$ cat config.mk
export PLATFORM = sky130hd
export DESIGN_NAME = hcpf_queue
export DESIGN_NICKNAME = d
export VERILOG_FILES = /design/src/hdl/hcpf_pkg.sv /design/src/hdl/hcpf_queue.sv
export SDC_FILE = /design/constraint.sdc
export NUM_CORES = 1
export LEC_CHECK = 0
export ABC_AREA = 1
export BUFFER_PORTS_ARGS = -buffer_cell sky130_fd_sc_hd__buf_2
export CAP_MARGIN = 20
export CORE_ASPECT_RATIO = 1.4
export CORE_MARGIN = 10
export CORE_UTILIZATION = 50
export DETAILED_ROUTE_END_ITERATION = 6
export GPL_TIMING_DRIVEN = 0
export PLACE_DENSITY = 0.76
export SYNTH_ARGS = -nofsm -noshare
export SYNTH_HDL_FRONTEND = slang
export SYNTH_SLANG_ARGS = --single-unit
export TNS_END_PERCENT = 100
$ cat constraint.sdc
create_clock -name i_clk -period 9.1 [get_ports i_clk]
set_clock_uncertainty 0.1 [all_clocks]
set_input_delay 1.82 -clock i_clk [delete_from_list [all_inputs] [get_ports i_clk]]
set_output_delay 1.82 -clock i_clk [all_outputs]
set_load 0.1 [all_outputs]
$ cat src/hdl/hcpf_pkg.sv
// ----------------------------------------------------------------------------
// hcpf_pkg
// Shared types and constants of the harmonic cut pair force block.
// ----------------------------------------------------------------------------
package hcpf_pkg;

    localparam int COORD_FRAC_BITS = 16;
    localparam int FK_SHIFT        = 15;

    localparam logic [1:0] CFG_SPRING = 2'd0;
    localparam logic [1:0] CFG_CUTOFF = 2'd1;

    typedef struct packed {
        logic signed [23:0] del_x;
        logic signed [23:0] del_y;
        logic signed [23:0] del_z;
        logic [15:0]        special_factor;
        logic               last_neighbor;
    } t_in;

    typedef struct packed {
        logic signed [39:0] force_x;
        logic signed [39:0] force_y;
        logic signed [39:0] force_z;
        logic [38:0]        force_over_r;
        logic [39:0]        pair_energy;
        logic               in_range;
        logic signed [47:0] total_x;
        logic signed [47:0] total_y;
        logic signed [47:0] total_z;
        logic               center_done;
    } t_out;

    typedef struct packed {
        logic [2:0][23:0] mag;
        logic [2:0]       neg;
        logic [15:0]      factor;
        logic             last;
        logic             in_range;
        logic [47:0]      rsq;
    } t_job;

endpackage

$ cat src/hdl/hcpf_queue.sv
// ----------------------------------------------------------------------------
// hcpf_queue
// Two-entry job queue between the front classifier and the back sequencer.
// ----------------------------------------------------------------------------
module hcpf_queue
    import hcpf_pkg::*;
(
    input  logic i_clk,
    input  logic i_rst_n,
    input  logic i_push,
    input  t_job i_job,
    output logic o_full,
    input  logic i_pop,
    output logic o_valid,
    output t_job o_job
);

    t_job       r_mem [2];
    logic       r_wp;
    logic       r_rp;
    logic [1:0] r_cnt;

    assign o_full  = (r_cnt == 2'd2);
    assign o_valid = (r_cnt != 2'd0);
    assign o_job   = r_mem[r_rp];

    always_ff @(posedge i_clk) begin
        if (!i_rst_n) begin
            r_wp  <= 1'b0;
            r_rp  <= 1'b0;
            r_cnt <= 2'd0;
        end else begin
            if (i_push) begin
                r_wp <= ~r_wp;
            end
            if (i_pop) begin
                r_rp <= ~r_rp;
            end
            r_cnt <= r_cnt + 2'(i_push) - 2'(i_pop);
        end
    end

    always_ff @(posedge i_clk) begin
        if (i_push) begin
            r_mem[r_wp] <= i_job;
        end
    end

endmodule

# --- Word level (Yosys, flattened, before mapping) ---
# Memories as Yosys holds them, arrays and structs flattened. A register that Yosys moved wholly into a read port is not among the register bits.
# Index checks and enable logic that the tools add are counted.
word_totals:
  ff_bits: 4
  latchBits: 0
  ramBits: 282
  romBits: 0
  input_bits: 145
  output_inout_bits: 143
  mem_count: 1
classes:
  n_addsub: 2
  n_mul: 0
  div: 0
  magnitude_cmp: 0
  eq_ne: 1
  n_shift: 0
  muxes: 4
  n_bitwise: 2
  n_reduce_logical: 1
mem_list:
  columns: ["name", "words", "width", "rd", "rd_ports_with_merged_regs", "wr", "line", "source"]
  rows:
  - ["r_mem", 2, 141, 1, 1, 1, "hcpf_queue.sv:18", "t_job r_mem [2];"]
ops:
  columns: ["cell", "n"]
  rows:
  - ["2-to-1 mux 1 bit", 4]
  - ["adder 2 x 1 -> 2 bit", 1]
  - ["== test 2 bit (second input constant)", 1]
  - ["inverter 1 bit", 2]
  - ["nonzero test 2 bit", 1]
  - ["subtractor 2 x 1 -> 2 bit", 1]

# --- Longest topological paths before layout ---
depth:
  word_depth: 3
  mapped_depth: 9

# --- Worst setup path after synthesis ---
# No wires, ideal clock.
synth_timing:
  kind: "input to register"
  startpoint: "input i_push"
  endpoint: "memory r_mem[0][0] (netlist name) (enable)"
  setup_ns: 0.647
  arrival_time_ns: 7.756
  path_slack_ns: 0.597
  stages: 2
  n_path_buf: 0
  cell_sequence: "inv_1 > nor2_1"
synth_between:
  elab_chain_len: 2
synth_lines:
  columns: ["item", "line", "source"]
  rows:
  - ["start, declared", "hcpf_queue.sv:10", "input logic i_push,"]
  - ["2-to-1 mux 1 bit", "hcpf_queue.sv:44", "if (i_push) begin"]
  - ["2-to-1 mux 1 bit (not written as such)", "hcpf_queue.sv:45", "r_mem[r_wp] <= i_job;"]
  - ["end, declared", "hcpf_queue.sv:18", null]
# No other way between the ends.

==> impl_metrics.ini <==
[status]
outcome = finished, final reports clean

[setup_path]
cp.required_ns = 7.18
worstSetupStartpointType = flop
reg2reg_from = r_wp
path_max_fanout = 10
arrival_ns = 1.98
worst_setup_path_end_kind = output pin
crit_type = flop to output pin

[grt]
antenna_found_initial = 5
grt_pass1_wl_mm = 35.1
track_usage_pct = 16.2
grt_pass1_vias = 6107
grt_overflow = 0
grt_start_max_net_pins = 76

[power]
p_sw_mw = 1.03
p_sw_share_pct = 31.3
p_comb_share_pct = 21.6
seqPwrFrac_pct = 47.2
total_power_mw = 3.28
p_int_mw = 2.26
p_clk_share_pct = 31.2
p_per_area_nw_per_um2 = 244
p_leak_nw = 5.31
irDropWorstVdd_mv = 0.205

[floorplan]
rows = 63
die_x_um = 144
coreArea_um2 = 21200
die-area_um2 = 27900
initial_utilization_pct = 50.8
ios = 288
fp.dieH_um = 194

[clock_network]
cts_buffer_depth = 3
cts_setup_buffers = 0
cts_buffers = 27
cts-root-buf = clkbuf_16
cts_sinks = 287
post_cts_resized = 0
cts_tree = yes
htree_levels = 1
ctsHoldBuffers = 0
clk_latency_ns = 0.52
clk_pin_slew_ns = 0.06

[place]
hpwl_mm = 16.9
port_buffers = 287
placed_cells = 1024
gp_congestion = 0.781

[routing]
dr.pass1.iters = 4
drc = 0
vias_per_cell = 5.12
vias = 5503
drt_first_iter_violations = 271
finalWirelength_mm = 23.5
wl_per_cell_um = 21.9
postRouteAntennaNets = 0

[yosys]
synthTopCellsByArea = edfxtp_1 79%, mux2_4 13%, mux2_2 5.3%
synth_largest_area_cell = edfxtp_1
synth.most_common_cell = edfxtp_1
yosysSeqAreaShare_pct = 79.5
synth_ff_type = edfxtp_1
synth_top_area_share_pct = 78.6
ys_top_cells_by_count = 282 x edfxtp_1, 90 x mux2_4, 51 x mux2_2
synth-seq-cells = 287
avgSynthCellArea_um2 = 22.8
synth_edf_count = 282
syn_inst = 472
synth_area_um2 = 10800
yosysWarnings = 0
synth_nets = 619
synthArstFlopShare_pct = 0
synth_cell_types = 13

[sta]
report.final.setup_viol = 0
timing.final.crit_share_pct = 42.9
rsz0062_at_grt = false
relSlewSlack_pct = 54.3
finalMaxSlewViolations = 0
fmax_mhz = 256
whs_ns = 0.437
finalHoldViolations = 0
worst_pin_slew_ns = 0.685
period_minus_slack_ns = 3.90

[final_layout]
fillers = 1485
nNetsFinal = 940
final_cells = 1075
drive_gt1_share_pct = 59.9
fin_util_pct = 63.5
area_growth_syn_to_layout_pct = 25.0

[job]
cap_violations = 0

[min_path]
hp-start = r_wp
hp-class = flop to flop
## kinds of logic (layout without fill, tap and decap cells)
logic type | after synthesis | count (layout) | share of synthesized area (%)
simple gates | 18 | 18 | 0.639
flops | 287 | 287 | 79.5
compound gates | 1 | 1 | 0.0464
other cells | 0 | 3 | 0
buf+inv | 23 | 363 | 1.66
mux | 141 | 141 | 17.9
fa+ha+maj | 2 | 2 | 0.232
## per-layer routing
metal  vias up  global-route usage (%)  part of all wire [%]
li1       2508                       -                     -
met1      2744                    16.0                    33
met2       202                    31.0                    57
met3        45                    4.46                   7.4
met4         4                    5.70                   2.7
met5         -                       0                  0.14
## cell usage in the layout (no fill, tap or decap), drive strengths merged
cell	instances
bufinv	1
ha	2
clkbuf	33
diode	3
nand2	9
clkinvlp	2
buf	308
a21oi	1
inv	8
clkinv	11
nand3	1
mux2	141
edfxtp	282
dfxtp	5
nor2	8
## worst paths after layout
path | endpoint | slack [ns] | cells after the start
max reg2reg | r_mem[1][90] | 7.12 | 3
max | o_job[72] | 5.20 | 5
min reg2reg | r_wp | 0.44 | 2
min | r_wp | 0.44 | 2
## worst max-delay path: stages, from the launching register on
cell     delay, ns
dfxtp_1       0.32
buf_6         0.12
buf_8         0.18
buf_6         0.20
mux2_4        0.33
buf_2         0.30
## area by class of cell
type | instances | area, µm² | area share (%)
tap | 260 | 325 | 2.42
inverter | 7 | 31.3 | 0.232
clock inverter | 15 | 104 | 0.771
buffer | 16 | 153 | 1.13
antenna | 3 | 7.51 | 0.0558
clock buffer | 33 | 698 | 5.19
timing repair buffer | 292 | 1540 | 11.5
sequential | 287 | 8570 | 63.6
multi-input combinational | 162 | 2030 | 15.1
## power groups by stage
stage | clock network [mW] | logic [mW] | registers, mW
floorplan | 0 | 0.585 | 1.58
global placement | 0 | 0.696 | 1.59
detailed placement | 0 | 0.715 | 1.58
CTS | 1.05 | 0.717 | 1.55
global route | 1.10 | 0.734 | 1.55
finish | 1.02 | 0.710 | 1.55
## sequential cells by signal (all words and copies together), names as in the netlist, named ones only
name   count
r_wp       1
r_cnt      2
r_mem    282
r_rp       1
## through the flow
stage | setup TNS [ns] | setup slack [ns] | instance area [µm²]
after floorplan | 0 | 0.597 | 10800
after global placement | -310.49 | -2.21 | 12500
after detailed placement | 0 | 5.53 | 12700
after CTS | 0 | 5.13 | 13500
after global routing | 0 | 5.10 | 13500
final | 0 | 5.20 | 13500
Note: power is estimated with default switching activity, not from simulation.
