$ cat config.mk
export PLATFORM = sky130hd
export DESIGN_NAME = hcpf_front
export DESIGN_NICKNAME = d
export VERILOG_FILES = /design/src/hdl/hcpf_pkg.sv /design/src/hdl/hcpf_front.sv
export SDC_FILE = /design/constraint.sdc
export NUM_CORES = 2
export LEC_CHECK = 0
export BUFFER_PORTS_ARGS = -buffer_cell sky130_fd_sc_hd__buf_2
export CORE_MARGIN = 1
export CORE_UTILIZATION = 60
export CTS_BUF_LIST = sky130_fd_sc_hd__clkbuf_4
export DETAILED_ROUTE_END_ITERATION = 10
export GPL_ROUTABILITY_DRIVEN = 0
export HOLD_SLACK_MARGIN = 0.02
export PLACE_DENSITY = 0.86
export SETUP_SLACK_MARGIN = 0.02
export SYNTH_ARGS = -nofsm -noshare
export SYNTH_HDL_FRONTEND = slang
export SYNTH_SLANG_ARGS = --single-unit
$ cat constraint.sdc
create_clock -name i_clk -period 11.95 [get_ports i_clk]
set_input_delay 2.39 -clock i_clk [delete_from_list [all_inputs] [get_ports i_clk]]
set_output_delay 2.39 -clock i_clk [all_outputs]
set_load 0.03 [all_outputs]
$ cat src/hdl/hcpf_pkg.sv
// ----------------------------------------------------------------------------
// hcpf_pkg
// Shared types and constants of the harmonic cut pair force block.
// ----------------------------------------------------------------------------
package hcpf_pkg;

    localparam int COORD_FRAC_BITS = 16;
    localparam int FK_SHIFT        = 15;

    localparam logic [1:0] CFG_SPRING = 2'd0;
    localparam logic [1:0] CFG_CUTOFF = 2'd1;

    typedef struct packed {
        logic signed [23:0] del_x;
        logic signed [23:0] del_y;
        logic signed [23:0] del_z;
        logic [15:0]        special_factor;
        logic               last_neighbor;
    } t_in;

    typedef struct packed {
        logic signed [39:0] force_x;
        logic signed [39:0] force_y;
        logic signed [39:0] force_z;
        logic [38:0]        force_over_r;
        logic [39:0]        pair_energy;
        logic               in_range;
        logic signed [47:0] total_x;
        logic signed [47:0] total_y;
        logic signed [47:0] total_z;
        logic               center_done;
    } t_out;

    typedef struct packed {
        logic [2:0][23:0] mag;
        logic [2:0]       neg;
        logic [15:0]      factor;
        logic             last;
        logic             in_range;
        logic [47:0]      rsq;
    } t_job;

endpackage

$ cat src/hdl/hcpf_front.sv
// ----------------------------------------------------------------------------
// hcpf_front
// Accept a neighbour transaction, square the displacements and classify
// the pair against the squared cutoff.
// ----------------------------------------------------------------------------
module hcpf_front
    import hcpf_pkg::*;
(
    input  logic        i_clk,
    input  logic        i_rst_n,
    input  logic        i_valid,
    output logic        o_ready,
    input  t_in         i_data,
    input  logic [45:0] i_cut_sq,
    output logic        o_push,
    output t_job        o_job,
    input  logic        i_full
);

    logic             r_valid;
    logic [2:0][23:0] r_mag;
    logic [2:0]       r_neg;
    logic [15:0]      r_factor;
    logic             r_last;
    logic [2:0][47:0] r_sq;

    logic [2:0][23:0] n_mag;
    logic [2:0]       n_neg;
    logic [47:0]      rsq;

    always_comb begin
        n_neg[0] = i_data.del_x[23];
        n_neg[1] = i_data.del_y[23];
        n_neg[2] = i_data.del_z[23];
        n_mag[0] = n_neg[0] ? 24'(-i_data.del_x) : i_data.del_x;
        n_mag[1] = n_neg[1] ? 24'(-i_data.del_y) : i_data.del_y;
        n_mag[2] = n_neg[2] ? 24'(-i_data.del_z) : i_data.del_z;
    end

    assign o_push  = r_valid && !i_full;
    assign o_ready = !r_valid || !i_full;
    assign rsq     = r_sq[0] + r_sq[1] + r_sq[2];

    always_comb begin
        o_job.mag      = r_mag;
        o_job.neg      = r_neg;
        o_job.factor   = r_factor;
        o_job.last     = r_last;
        o_job.rsq      = rsq;
        o_job.in_range = (rsq < {2'b00, i_cut_sq});
    end

    always_ff @(posedge i_clk) begin
        if (!i_rst_n) begin
            r_valid <= 1'b0;
        end else if (i_valid && o_ready) begin
            r_valid <= 1'b1;
        end else if (o_push) begin
            r_valid <= 1'b0;
        end
    end

    always_ff @(posedge i_clk) begin
        if (i_valid && o_ready) begin
            r_mag    <= n_mag;
            r_neg    <= n_neg;
            r_factor <= i_data.special_factor;
            r_last   <= i_data.last_neighbor;
            for (int i = 0; i < 3; i++) begin
                r_sq[i] <= n_mag[i] * n_mag[i];
            end
        end
    end

endmodule

# Yosys cells after proc, flatten, opt, wreduce, memory -nomap -nowiden
# Index checks and enable logic that the tools add are counted.
# Widths: inputs -> output; s select.
dict set report totals {
  register_bits 237
  input_bits 139
}
dict set report op_classes {
  n_addsub 5
  n_mul 3
  order_cmp 1
  mux 5
  reduce_logical 6
}
# operator count
set op_table {}
lappend op_table {{$mul 24x24->48} 3}
lappend op_table {{$add 48x48->48} 2}
lappend op_table {{$mux 24} 3}
lappend op_table {{$neg 24->24} 3}
lappend op_table {{$lt 48x46->1} 1}
lappend op_table {{$logic_and 1x1->1} 2}
lappend op_table {{$logic_not 1->1} 2}
lappend op_table {{$mux 1} 2}
lappend op_table {{$reduce_bool 2->1} 1}
lappend op_table {{$logic_or 1x1->1} 1}

# Logic depth before layout (Yosys ltp)
dict set report depth {
  word_depth 4
  mapped_depth 40
}

# Worst setup path after synthesis
# No wires, ideal clock.
dict set report synth_path {
  path_type {input to register}
  start {input port i_data[49] (netlist bit)}
  end {register r_sq[94] (netlist bit) (data pin)}
  t_arrival_ps 11360
  required_time_ps 11692
  path_slack_ps 333
  path_stages 31
  path_cell_list {or4_4 -> or3_4 -> or4_4 -> or3_4 -> or4_4 -> o21ai_2 -> xor2_2 -> buf_2 -> nor2_1 -> fa_1 -> fa_1 -> fa_1 -> inv_1 -> fa_1 -> fa_1 -> inv_1 -> fa_1 -> fa_1 -> ha_1 -> clkbuf_1 -> a21o_1 -> a21oi_1 -> o21ai_0 -> a221oi_1 -> a31oi_1 -> o22ai_1 -> o41ai_1 -> o41ai_1 -> o21bai_1 -> a21oi_1 -> xnor2_1}
}
dict set report synth_via {
  elab_chain_len 3
}
# element line_no
set synth_rtl {}
lappend synth_rtl {{from (decl)} hcpf_front.sv:13} ;# input t_in i_data,
lappend synth_rtl {{$neg 24->24} hcpf_front.sv:36} ;# n_mag[1] = n_neg[1] ? 24'(-i_data.del_y) : i_data.del_y;
lappend synth_rtl {{$mux 24 (*)} hcpf_front.sv:36}
lappend synth_rtl {{$mul 24x24->48 (*)} hcpf_front.sv:70} ;# r_sq[i] <= n_mag[i] * n_mag[i];
lappend synth_rtl {{to (signal, indexed assignment)} hcpf_front.sv:70}
lappend synth_rtl {{to (decl)} hcpf_front.sv:25} ;# logic [2:0][47:0] r_sq;
# Every way passes the cells marked *; elsewhere a longest branch is shown, timed or not.
# A chain may end at the register's enable or synchronous reset.

# Worst setup path in the final report
dict set report layout_path {
  start {input port i_data[27] (netlist bit)}
  end {register r_sq[143] (netlist bit) (data pin)}
}
dict set report layout_via {
  elab_chain_len 3
}
# element line_no
set layout_rtl {}
lappend layout_rtl {{$neg 24->24} hcpf_front.sv:37} ;# n_mag[2] = n_neg[2] ? 24'(-i_data.del_z) : i_data.del_z;
lappend layout_rtl {{$mux 24 (*)} hcpf_front.sv:37}
lappend layout_rtl {{$mul 24x24->48 (*)} hcpf_front.sv:70}
# Marked as above.

==> results.tsv <==
stage	metric	value	unit
run_status	outcome	completed	
critical_path	worstPathRequired	12.62	ns
global_route	use_met2	54.3	%
synthesis	synth_area_leader_cell	fa_1	
critical_path	cpMostUsedCell	fa_1	
synthesis	synth_async_sr_flop_share	0	%
critical_path	cp_max_fo	17	
global_route	met3_usage	10.3	%
synthesis	synth_top_area_share	44.0	%
timing	rsz0062_at_grt	false	
synthesis	ys.flop_type	edfxtp_1	
drt	vias	45500	
critical_path	r2r_end	r_sq[22]$_DFFE_PP_	
critical_path	worst_path_max_delay_cell	or4_4	
synthesis	avgSynthCellArea	9.60	um2
critical_path	max_stage_delay	0.56	ns
finish	layout_common_cells	inv_1 (1799), fa_1 (1316), ha_1 (600)	
worst_hold_path	hp-class	reg -> reg	
critical_path	cp-start-kind	input port	
critical_path	r2r_cells	3	
clock_tree	cts_buffers	71	
global_route	grt_max_degree	164	
drt	drc_errors	0	
synthesis	synth_edf_count	230	
timing	slew_violations	0	
timing	fmax	89.4	MHz
synthesis	ys_ff_latch	231	
timing	tightest_slew	1.25	ns
synthesis	yosys_warnings	0	
clock_tree	clock-sinks	231	
critical_path	reg2reg_from	r_valid$_SDFFE_PN0P_	
clock_tree	clk_latency	0.95	ns
clock_tree	htreeDepth	3	
global_route	grtUsageMet1	39.1	%
synthesis	ys_seq_area_share	11.6	%
critical_path	critPathCaptureType	flip-flop	
worst_hold_path	holdPathEnd	r_valid$_SDFFE_PN0P_	
drt	post_drt_wl_per_cell	20.5	um
timing	fin_crit_sh	93.6	%
critical_path	rrSetupSlack	9.36	ns
critical_path	critical_path_arrival	11.85	ns
synthesis	yosysUniqueCellTypes	81	
synthesis	synth_area	0.0598	mm2
finish	areaGrowthSynthToFinish	7.84	%
global_route	grt-busiest-layer	met2	
timing	final-setup-viol-count	0	
floorplanning	die_area	0.101	mm2
worst_hold_path	min_path_cells	2	
floorplanning	initial_core_util	60.7	%
placement	portBuffers	281	
timing	whs	0.533	ns
clock_tree	cts_tree	done	
floorplanning	die_w	318	um
timing	period_minus_slack	11.18	ns
global_route	grt_pass1_wl	263000	um
timing	finalHoldViolations	0	
clock_tree	postCtsResizedCells	0	
clock_tree	postCtsSetupBuffers	0	
drt	ant_nets	0	
clock_tree	cts.clk_slew.worst_paths	0.06	ns
drt	viasPerCell	5.71	
placement	dpl.hpwl	136000	um
finish	drive_gt1_share	9.16	%
clock_tree	root_buffer	clkbuf_4	
drt	drt_wl_total	163000	um
timing	slew_headroom	16.6	%
synthesis	synth_cells	6235	
worst_hold_path	worstHoldStart	r_valid$_SDFFE_PN0P_	
floorplanning	core	0.0986	mm2
floorplanning	num_io_pins	282	
floorplanning	die_y	318	um
critical_path	worstSetupPathType	in -> reg	
clock_tree	cts_max_path_buffers	3	
drt	drt_iter0_drc	4086	
finish	fin_nets	8685	
drt	dr.pass1.iters	9	
global_route	overflow	0	
global_route	grt_pass1_vias	50900	
global_route	antenna_found_initial	7	
synthesis	ys_top_cells_by_area	fa_1 (44%), ha_1 (13%), edfxtp_1 (12%)	
timing	clock_skew	0.0669	ns
clock_tree	ctsHoldBuffers	0	
finish	mostFrequentLayoutCell	inv_1	
global_route	grt.total_usage	33.5	%
floorplanning	rows	115	
run	drv_cap	0	
sequential cells by signal, indices dropped and copies added (netlist names):
| register | cells |
|---|---|
| r_last | 1 |
| r_factor | 16 |
| r_sq | 138 |
| r_neg | 3 |
| o_job | 72 |
| r_valid | 1 |
worst max-delay path, delay by kind of cell:
kind	cells	cell delay, ns
xor+xnor	2	0.25
compound gates	9	2.06
simple gates	9	2.62
buf+inv	6	0.61
fa+ha+maj	8	3.90
worst max-delay path by stage:
| stage | from | end | slack (ns) | cells past startpoint |
|---|---|---|---|---|
| after floorplan | i_data[49] | r_sq[94]$_DFFE_PP_ | 0.33 | 31 |
| after global placement | i_data[27] | r_sq[143]$_DFFE_PP_ | 0.25 | 34 |
| after detailed placement | i_data[27] | r_sq[143]$_DFFE_PP_ | -0.04 | 34 |
| after CTS | i_data[27] | r_sq[143]$_DFFE_PP_ | 0.94 | 34 |
| after global routing | i_data[73] | r_sq[44]$_DFFE_PP_ | 0.36 | 34 |
| final | i_data[27] | r_sq[143]$_DFFE_PP_ | 0.77 | 34 |
cell type report:
cell class | count | area, um2
inverter | 1829 | 6870
sequential | 231 | 6930
multi-input combinational | 4062 | 45600
fill | 7085 | 34000
clock inverter | 23 | 176
tap | 1287 | 1610
clock buffer | 98 | 736
timing repair buffer | 435 | 2600
antenna | 3 | 7.51
Yosys cell counts (11+ instances only):
library cell	number
a211oi_1	19
o21a_1	25
a31oi_1	28
inv_2	15
fa_1	1316
a21oi_1	197
nand4_1	42
o21ai_0	103
nand2_1	533
a21o_1	122
xnor2_1	165
nand2b_1	25
and3_1	16
clkbuf_1	150
nor3_1	23
ha_1	600
o31ai_1	20
clkinv_1	13
nand3_1	38
inv_1	1799
xor2_1	93
nor2b_1	25
and2_1	11
or3_1	12
o21bai_1	19
edfxtp_1	230
nor2_1	428
stage by stage:
stage	area [um2]	std cells	setup slack [ns]	TNS [ns]	util, %
5_1_grt	64500	7966	0.357	0	65.5
3_5_place_dp	63600	7844	-0.0361	-0.0361	64.5
6_report	64500	7968	0.767	0	65.5
4_1_cts	64500	7965	0.942	0	65.5
3_3_place_gp	63600	7844	0.246	0	64.5
2_1_floorplan	60000	6287	0.333	0	-
routing by layer:
layer  share of wire (%)  routed length [um]
met1                  34               55200
met2                  47               76000
met3                  12               20100
met4                 7.3               12000
met5               0.039                  63
kinds of logic after synthesis:
group | count (synthesis) | synth area share, %
xor+xnor | 262 | 3.90
simple gates | 1201 | 8.60
other cells | 2 | 0.0125
mux | 3 | 0.0502
flops | 231 | 11.6
fa+ha+maj | 1916 | 56.6
compound gates | 626 | 6.72
buf+inv | 1994 | 12.6
Power is left out: the tool's default activity adds up to more than one toggle a clock period on the data nets, which glitch-free logic cannot reach.
