==> src/hdl/hcpf_pkg.sv <==
// ----------------------------------------------------------------------------
// hcpf_pkg
// Shared types and constants of the harmonic cut pair force block.
// ----------------------------------------------------------------------------
package hcpf_pkg;

    localparam int COORD_FRAC_BITS = 16;
    localparam int FK_SHIFT        = 15;

    localparam logic [1:0] CFG_SPRING = 2'd0;
    localparam logic [1:0] CFG_CUTOFF = 2'd1;

    typedef struct packed {
        logic signed [23:0] del_x;
        logic signed [23:0] del_y;
        logic signed [23:0] del_z;
        logic [15:0]        special_factor;
        logic               last_neighbor;
    } t_in;

    typedef struct packed {
        logic signed [39:0] force_x;
        logic signed [39:0] force_y;
        logic signed [39:0] force_z;
        logic [38:0]        force_over_r;
        logic [39:0]        pair_energy;
        logic               in_range;
        logic signed [47:0] total_x;
        logic signed [47:0] total_y;
        logic signed [47:0] total_z;
        logic               center_done;
    } t_out;

    typedef struct packed {
        logic [2:0][23:0] mag;
        logic [2:0]       neg;
        logic [15:0]      factor;
        logic             last;
        logic             in_range;
        logic [47:0]      rsq;
    } t_job;

endpackage

==> src/hdl/hcpf_back.sv <==
// ----------------------------------------------------------------------------
// hcpf_back
// Sequencer: square root, energy, force/r division, force components,
// saturating per-centre sums and the output register.
// ----------------------------------------------------------------------------
module hcpf_back
    import hcpf_pkg::*;
(
    input  logic        i_clk,
    input  logic        i_rst_n,
    input  logic        i_q_valid,
    input  t_job        i_job,
    output logic        o_pop,
    input  logic [31:0] i_spring,
    input  logic [22:0] i_cutoff,
    output logic        o_valid,
    input  logic        i_ready,
    output t_out        o_data
);

    typedef enum logic [3:0] {
        S_IDLE, S_SQRT, S_FK, S_P, S_ELO, S_EHI, S_ESAT, S_DIV,
        S_CLO, S_CHI, S_CSAT, S_SUM, S_OUT
    } t_state;

    localparam logic [38:0] FOVR_MAX = '1;

    t_state             r_state;
    t_job               r_job;
    logic [47:0]        r_sv;
    logic [47:0]        r_res;
    logic [47:0]        r_bit;
    logic [22:0]        r_delta;
    logic [32:0]        r_fk;
    logic [55:0]        r_p;
    logic [81:0]        r_acc;
    logic [39:0]        r_energy;
    logic [38:0]        r_fovr;
    logic [56:0]        r_quo;
    logic [23:0]        r_rem;
    logic [5:0]         r_dcnt;
    logic [1:0]         r_comp;
    logic signed [39:0] r_f [3];
    logic signed [47:0] r_sum [3];
    logic signed [47:0] r_tot [3];
    logic               r_out_valid;
    t_out               r_out;

    logic [32:0]        mul_a;
    logic [23:0]        mul_b;
    logic [56:0]        mul_p;
    logic [47:0]        sq_try;
    logic [23:0]        div_t;
    logic [81:0]        e_sh;
    logic [81:0]        c_sh;
    logic [39:0]        c_mag;
    logic signed [47:0] n_sum [3];
    logic signed [48:0] add_t [3];

    assign o_pop   = (r_state == S_IDLE) && i_q_valid;
    assign o_valid = r_out_valid;
    assign o_data  = r_out;

    always_comb begin
        mul_a = '0;
        mul_b = '0;
        case (r_state)
            S_FK: begin
                mul_a = {1'b0, i_spring};
                mul_b = {8'b0, r_job.factor};
            end
            S_P: begin
                mul_a = r_fk;
                mul_b = {1'b0, r_delta};
            end
            S_ELO: begin
                mul_a = {5'b0, r_p[27:0]};
                mul_b = {1'b0, r_delta};
            end
            S_EHI: begin
                mul_a = {5'b0, r_p[55:28]};
                mul_b = {1'b0, r_delta};
            end
            S_CLO: begin
                mul_a = {4'b0, r_quo[28:0]};
                mul_b = r_job.mag[r_comp];
            end
            S_CHI: begin
                mul_a = {5'b0, r_quo[56:29]};
                mul_b = r_job.mag[r_comp];
            end
            default: begin
                mul_a = '0;
                mul_b = '0;
            end
        endcase
    end

    assign mul_p  = mul_a * mul_b;
    assign sq_try = r_res + r_bit;
    assign div_t  = {r_rem[22:0], r_quo[56]};
    assign e_sh   = r_acc >> (2 * COORD_FRAC_BITS);
    assign c_sh   = r_acc >> COORD_FRAC_BITS;

    always_comb begin
        if (r_job.neg[r_comp]) begin
            if ((|c_sh[81:40]) || (c_sh[39] && (|c_sh[38:0]))) begin
                c_mag = 40'h80_0000_0000;
            end else begin
                c_mag = c_sh[39:0];
            end
        end else begin
            if (|c_sh[81:39]) begin
                c_mag = {1'b0, FOVR_MAX};
            end else begin
                c_mag = c_sh[39:0];
            end
        end
    end

    always_comb begin
        for (int i = 0; i < 3; i++) begin
            add_t[i] = {r_sum[i][47], r_sum[i]} + 49'(r_f[i]);
            if (add_t[i][48] != add_t[i][47]) begin
                n_sum[i] = add_t[i][48] ? {1'b1, 47'b0} : {1'b0, {47{1'b1}}};
            end else begin
                n_sum[i] = add_t[i][47:0];
            end
        end
    end

    always_ff @(posedge i_clk) begin
        if (!i_rst_n) begin
            r_state     <= S_IDLE;
            r_out_valid <= 1'b0;
            for (int i = 0; i < 3; i++) begin
                r_sum[i] <= '0;
            end
        end else begin
            if (r_out_valid && i_ready && (r_state != S_OUT)) begin
                r_out_valid <= 1'b0;
            end
            case (r_state)
                S_IDLE: begin
                    if (i_q_valid) begin
                        r_job    <= i_job;
                        r_sv     <= i_job.rsq;
                        r_res    <= '0;
                        r_bit    <= 48'h1 << 46;
                        r_energy <= '0;
                        r_fovr   <= '0;
                        for (int i = 0; i < 3; i++) begin
                            r_f[i] <= '0;
                        end
                        r_state  <= i_job.in_range ? S_SQRT : S_SUM;
                    end
                end
                S_SQRT: begin
                    if (r_sv >= sq_try) begin
                        r_sv  <= r_sv - sq_try;
                        r_res <= (r_res >> 1) + r_bit;
                    end else begin
                        r_res <= r_res >> 1;
                    end
                    r_bit <= r_bit >> 2;
                    if (r_bit[0]) begin
                        r_state <= S_FK;
                    end
                end
                S_FK: begin
                    r_delta <= i_cutoff - r_res[22:0];
                    r_fk    <= mul_p[47:FK_SHIFT];
                    r_state <= S_P;
                end
                S_P: begin
                    r_p     <= mul_p[55:0];
                    r_state <= S_ELO;
                end
                S_ELO: begin
                    r_acc   <= 82'(mul_p);
                    r_state <= S_EHI;
                end
                S_EHI: begin
                    r_acc   <= r_acc + (82'(mul_p) << 28);
                    r_state <= S_ESAT;
                end
                S_ESAT: begin
                    r_energy <= (|e_sh[81:40]) ? '1 : e_sh[39:0];
                    if (r_res[22:0] == '0) begin
                        r_fovr  <= FOVR_MAX;
                        r_state <= S_SUM;
                    end else begin
                        r_quo   <= {r_p, 1'b0};
                        r_rem   <= '0;
                        r_dcnt  <= '0;
                        r_state <= S_DIV;
                    end
                end
                S_DIV: begin
                    if (div_t >= {1'b0, r_res[22:0]}) begin
                        r_rem <= div_t - {1'b0, r_res[22:0]};
                        r_quo <= {r_quo[55:0], 1'b1};
                    end else begin
                        r_rem <= div_t;
                        r_quo <= {r_quo[55:0], 1'b0};
                    end
                    r_dcnt <= r_dcnt + 6'd1;
                    if (r_dcnt == 6'd56) begin
                        r_comp  <= 2'd0;
                        r_state <= S_CLO;
                    end
                end
                S_CLO: begin
                    r_fovr  <= (|r_quo[56:39]) ? FOVR_MAX : r_quo[38:0];
                    r_acc   <= 82'(mul_p);
                    r_state <= S_CHI;
                end
                S_CHI: begin
                    r_acc   <= r_acc + (82'(mul_p) << 29);
                    r_state <= S_CSAT;
                end
                S_CSAT: begin
                    r_f[r_comp] <= r_job.neg[r_comp] ? -c_mag : c_mag;
                    if (r_comp == 2'd2) begin
                        r_state <= S_SUM;
                    end else begin
                        r_comp  <= r_comp + 2'd1;
                        r_state <= S_CLO;
                    end
                end
                S_SUM: begin
                    for (int i = 0; i < 3; i++) begin
                        r_tot[i] <= r_job.last ? n_sum[i] : '0;
                        r_sum[i] <= r_job.last ? '0 : n_sum[i];
                    end
                    r_state <= S_OUT;
                end
                S_OUT: begin
                    if (!r_out_valid || i_ready) begin
                        r_out_valid        <= 1'b1;
                        r_out.force_x      <= r_f[0];
                        r_out.force_y      <= r_f[1];
                        r_out.force_z      <= r_f[2];
                        r_out.force_over_r <= r_fovr;
                        r_out.pair_energy  <= r_energy;
                        r_out.in_range     <= r_job.in_range;
                        r_out.total_x      <= r_tot[0];
                        r_out.total_y      <= r_tot[1];
                        r_out.total_z      <= r_tot[2];
                        r_out.center_done  <= r_job.last;
                        r_state            <= S_IDLE;
                    end
                end
                default: begin
                    r_state <= S_IDLE;
                end
            endcase
        end
    end

    a_out_load: assert property (@(posedge i_clk) disable iff (!i_rst_n)
        (r_state == S_OUT && (!r_out_valid || i_ready)) |=> r_out_valid)
        else $error("result not loaded into output register");

    a_sum_clear: assert property (@(posedge i_clk) disable iff (!i_rst_n)
        (r_state == S_SUM && r_job.last) |=>
        (r_sum[0] == '0 && r_sum[1] == '0 && r_sum[2] == '0))
        else $error("sums not cleared after last neighbour");

    a_out_of_range: assert property (@(posedge i_clk) disable iff (!i_rst_n)
        (r_state == S_SUM && !r_job.in_range) |->
        (r_f[0] == '0 && r_f[1] == '0 && r_f[2] == '0 && r_energy == '0 && r_fovr == '0))
        else $error("out of range pair carries non-zero result");

    a_div_bound: assert property (@(posedge i_clk) disable iff (!i_rst_n)
        (r_state == S_DIV) |-> (r_dcnt <= 6'd56))
        else $error("divider ran past its last step");

endmodule

==> config.mk <==
export PLATFORM = sky130hd
export DESIGN_NAME = hcpf_back
export DESIGN_NICKNAME = d
export VERILOG_FILES = /design/src/hdl/hcpf_pkg.sv /design/src/hdl/hcpf_back.sv
export SDC_FILE = /design/constraint.sdc
export NUM_CORES = 2
export LEC_CHECK = 0
export BUFFER_PORTS_ARGS = -buffer_cell sky130_fd_sc_hd__buf_2
export CORE_ASPECT_RATIO = 1.1
export CORE_MARGIN = 1.5
export CORE_UTILIZATION = 47
export DETAILED_ROUTE_END_ITERATION = 16
export SETUP_SLACK_MARGIN = 0.5
export SYNTH_ARGS = -nofsm -noshare
export SYNTH_HDL_FRONTEND = slang
export SYNTH_SLANG_ARGS = --single-unit
export TNS_END_PERCENT = 30
==> constraint.sdc <==
create_clock -name i_clk -period 44.2 [get_ports i_clk]
set_input_delay 4.42 -clock i_clk [delete_from_list [all_inputs] [get_ports i_clk]]
set_output_delay 4.42 -clock i_clk [all_outputs]
set_load 0.01 [all_outputs]
======== Word-level counts from Yosys, hierarchy flattened ========
Memories as Yosys holds them, arrays and structs flattened. A register that Yosys moved wholly into a read port is not among the register bits.
Cells that the tools add are included.
storage, ports and cells
  register bits after elaboration ......... 804
  latch bits .............................. 0
  memory bits (writable) .................. 408
  bits in read-only memories .............. 0
  bits of input ports ..................... 200
  output and inout bits ................... 347
  logic and storage cells ................. 191
  memories kept ........................... 3
memories
  name   depth  width  read ports  clocked after memory_dff  wr ports  RTL line         RTL
  r_sum  3      48     3           0                         3         hcpf_back.sv:44  logic signed [47:0] r_sum [3];
  r_tot  3      48     3           3                         3         hcpf_back.sv:45  logic signed [47:0] r_tot [3];
  r_f    3      40     3           0                         3         hcpf_back.sv:43  logic signed [39:0] r_f [3];
operators by class
  $add $sub $neg .......................... 13
  multiply operators ...................... 1
  divide/modulo/power cells ............... 0
  magnitude comparators ................... 3
  equality and inequality tests ........... 26
  shifts and indexed selects .............. 0
  mux-type cells .......................... 77
  bitwise operators ....................... 3
  reduce and logical (&&, ||, !) cells .... 36
operator list
  cell              number
  $mux 48           20
  $pmux 48 s2       3
  $mux 40           7
  $pmux 82 s3       1
  $pmux 33 s6       1
  $add 82x82->82    2
  $add 48x40->49    3
  $mux 39           3
  $pmux 39 s3       1
  $pmux 57 s2       1
  $pmux 40 s2       1
  $pmux 24 s3       1
  $mul 33x24->57    1
  $mux 57           1
  $pmux 4 s13       1
  $add 47x48->48    1
  $add 48x48->48    1
  $bmux 24 s2       1
  $ge 48x48->1      1
  $sub 48x48->48    1
  $mux 23           2
  $pmux 23 s2       1
  $sub 23x23->23    2
  $neg 40->40       1
  40 further kinds  101

======== Depth between registers and ports, before layout ========
  depth after elaboration ................. 8
  depth in mapped cells ................... 47
  depth with buffers taken out ............ 44

======== Worst setup path after synthesis ========
OpenSTA, ideal clock, no wires.
  path kind ............................... input-to-reg
  start point ............................. in i_rst_n
  end point ............................... reg r_out, in the netlist o_data[0] (enable)
  setup time .............................. 1.897 ns
  arrival time ............................ 37.384 ns
  data required time ...................... 42.303 ns
  path slack .............................. 4.919 ns
  cell stages on the path ................. 2
  path buffers ............................ 0
  cells stage by stage .................... inv_1 > nor4_1
between the ends
  longest elaborated chain between the ends .. 1
RTL lines
  item                               RTL line         RTL
  start: declaration                 hcpf_back.sv:10  input logic i_rst_n,
  $reduce_and 3->1 (no source line)  -
  end: declaration                   hcpf_back.sv:47  t_out r_out;
Every way passes these cells.
A chain may end at the register's enable or synchronous reset.

======== Worst setup path after layout ========
  start point ............................. in i_spring[20]
  end point ............................... reg r_acc[81] (data pin)
between the ends
  longest elaborated chain between the ends .. 4
  elaborated cells between the ends (all ways) .. 5
  those cells by class .................... 2 x add/sub; 1 x mul; 2 x mux
RTL lines
  item                                      RTL line                            RTL
  start: declaration                        hcpf_back.sv:14                     input logic [31:0] i_spring,
  $pmux 33 s6 (*)                           hcpf_back.sv:67                     case (r_state)
  $mul 33x24->57 (*)                        hcpf_back.sv:99                     assign mul_p = mul_a * mul_b;
  via mul_p[46]                             hcpf_back.sv:51                     logic [56:0] mul_p;
  $add 82x82->82, on equally long branches  hcpf_back.sv:219, hcpf_back.sv:184
  $pmux 82 s3 (*)                           hcpf_back.sv:143                    case (r_state)
  end signal: assignment                    hcpf_back.sv:180                    r_acc <= 82'(mul_p);
  end signal: assignment                    hcpf_back.sv:215                    r_acc <= 82'(mul_p);
  end signal: assignment                    hcpf_back.sv:219                    r_acc <= r_acc + (82'(mul_p) << 29);
  end: declaration                          hcpf_back.sv:36                     logic [81:0] r_acc;
Mark *: on every way through the listed nets, which the timed path passes. The rest lies on a longest branch.

==> reports/results.ini <==
[outcome]
status=finished clean

[floorplanning]
floorplan.rows=173
top_level_ports=547
die_h_um=477
die_w_um=434
initial_utilization_pct=47.4
core_region_area_um2=202000
design.die.area_um2=207000

[synthesis]
yosys.area_share.xor_xnor_pct=3.96
synth-compound-area-share_pct=12.8
synth.distinct_cells=88
syn_area_um2=95900
synth_simple_gate_area_share_pct=13.8
synth.avg_cell_area_um2=10.2
asyncSetResetFlopFracSynth_pct=0
synth-edff-count=1311
syn_inst=9358
yosys_warnings=0
synth.mux.area_fraction_pct=0.871
primary_ff_master_synth=edfxtp_1
combinational_family_with_the_most_area_after_synthesis=adder cells
ys_ff_latch=1316
synthAdderAreaFrac_pct=22.0
synth_seq_area_share_pct=41.2

[setup_path]
critPathRequiredTime_ps=44730
startpoint_type=primary input
worstReg2RegStart=r_state[0]
critPathLaunch=i_spring[20]
critPathArrivalTime_ps=15480
path_common_cell=fa_1
timing_worst_setup_path_type=in -> reg
crit_path_max_fanout=15
cp_slowest_cell=nand4_1
cp-end-kind=flip-flop
critical_path.max_stage_delay_ps=890

[sta]
skew_ps=37.3
post-route-min-period_ps=14950
slew_headroom_pct=15.8
final-hold-violation-count=0
grt_setup_unrepaired=false
post-route-worst-setup-slack_ps=29250
fin_worst_hold_slack_ps=410
achievable-frequency_mhz=66.9
tns_ps=0
pins_over_their_slew_limit=0
period_share_pct=33.8
setup_viol_count_final=0
worst_tran_pin_value_ps=1250

[clock_tree]
htree_levels=4
cts_sink_cnt=1316
ctsLongestPathBuffers=3
tritoncts=yes
clock_tree.root_cell=clkbuf_16
path_clk_slew_ps=60
clk_latency_ps=820
postCtsResizedCells=0
post_cts_hold_buffer_count=0
tritoncts.num_buffers=145
post_cts.repair.setup_buffers=0

[global_route]
grt_util_all_layers_pct=30.1
first_pass_grt_wire_length_mm=463
global_route.overflow_total=0
antenna_found_initial=17
pin_count_of_the_biggest_net_entering_global_routing=147
first_global_vias=72700

[route]
highest_layer=met5
wl_mm=315
routed_via_density=5.79
wl_per_cell_um=24.9
initial_drt_pass_iterations=6
first_iter_violations=6332
remaining_drc_errors=0
final_antenna_net_count=0
detailroute.wirelength.met2_mm=149
via_count=73200
dr_wl_met3_mm=21.2
wl_met1_mm=123

[finish]
finish.utilization_pct=52.8
drive_gt1_share_pct=10.6
layout-area-overhead-vs-synth_pct=11.4
layout.nets=11300
num-fill-cells=18200

[worst_hold_path]
worst_min_path_class=reg -> reg
timing.hold.worst.start=r_tot[0][112]

[placed_design]
dpl.hpwl_mm=243
place_ws_ps=28510
placement.io_buffers=546
routabilityCongestion=0.986

[run]
max_cap_viol_count=0

[worst max-delay path: cells and delay by family]
family | cells | cell delay, ps
fa+ha+maj | 9 | 4100
compound gates | 11 | 3470
simple gates | 6 | 1870
xor+xnor | 2 | 970
buf+inv | 6 | 460
mux | 1 | 140
[Yosys cell counts (all sizes together) (18+ instances only)]
master  count  area share [%]
clkbuf    383             1.5
o31ai      45            0.35
a21o      259             2.0
mux2       27            0.32
a211oi     55            0.44
a221o      22            0.23
nand2b     63            0.41
a21boi     19            0.15
and2      170             1.1
a31o       18            0.16
o21a       98            0.77
mux2i      53            0.55
o22ai      41            0.27
or3        40            0.27
nor3       87            0.45
nor2      936             3.7
nand3     101            0.53
a21oi     473             2.5
nand4     100            0.66
nor2b     123            0.80
ha        582             7.6
a22oi      54            0.42
edfxtp   1311              41
a31oi     112            0.73
o211ai     22            0.17
o21bai     73            0.57
and3       52            0.34
and4       43            0.39
a211o      20            0.18
xnor2     254             2.3
nor4       33            0.22
xor2      179             1.6
nand2    1143             4.5
a221oi     23            0.21
inv       997             3.9
fa        688              14
o21ai     448             2.3
[registers in the layout, summed over array words and instances (netlist names), 4 cells and up]
signal / cells
o_data: 345
r_acc: 66
r_bit: 24
r_dcnt: 6
r_delta: 23
r_energy: 40
r_f: 120
r_fk: 33
r_fovr: 39
r_job: 93
r_p: 56
r_quo: 57
r_rem: 23
r_res: 48
r_state: 4
r_sum: 144
r_sv: 48
r_tot: 144
[layout make-up]
| type | count | area, µm² | area share [%] |
|---|---|---|---|
| Multi-Input combinational cell | 6646 | 51400 | 48.2 |
| Antenna cell | 8 | 20.0 | 0.0188 |
| Tap cell | 2712 | 3390 | 3.18 |
| Sequential cell | 1316 | 39500 | 37.0 |
| Timing Repair Buffer | 696 | 3880 | 3.64 |
| Inverter | 998 | 3760 | 3.52 |
| Clock inverter | 88 | 1040 | 0.977 |
| Clock buffer | 173 | 3750 | 3.52 |
[cells by family after synthesis]
group / Yosys count
other: 2
and+or+nand+nor: 2946
xor gates and xnor gates: 433
buffers and inverters: 1398
AOI/OAI and AO/OA: 1913
muxes: 80
DFF: 1316
adders and majority gates: 1270
[final timing paths]
check             depth (start not counted)          to  slack (ps)
setup / recovery                         35   r_acc[81]       29250
hold / removal                            0  o_data[17]         410
setup reg to reg                         42   r_acc[81]       30350
hold reg to reg                           0  o_data[17]         410
[layout by cell type (no fill, tap or decap), drive strengths merged, types with 63 or more instances in the layout]
master     n
nand3    101
clkbuf   173
a21oi    473
o21a      98
nand4    100
nand2b    63
fa       688
inv     1010
xnor2    254
buf      696
o21ai    448
edfxtp  1311
o21bai    73
nand2   1143
and2     170
a31oi    112
xor2     179
ha       582
a21o     259
nor3      87
nor2     936
nor2b    123
[layer usage]
metal	up-vias	track usage (%)
met5	-	0
met2	2970	49.2
met3	736	4.47
li1	33200	-
met1	36200	37.8
met4	14	17.8
[stage by stage]
stage               std cells  area [µm²]
global placement        12400      102000
finish                  12600      107000
floorplan                9360       95900
detailed placement      12400      102000
CTS                     12600      107000
global route            12600      107000
Power is left out: the tool's default activity adds up to more than one toggle a clock period on the data nets, which glitch-free logic cannot reach.
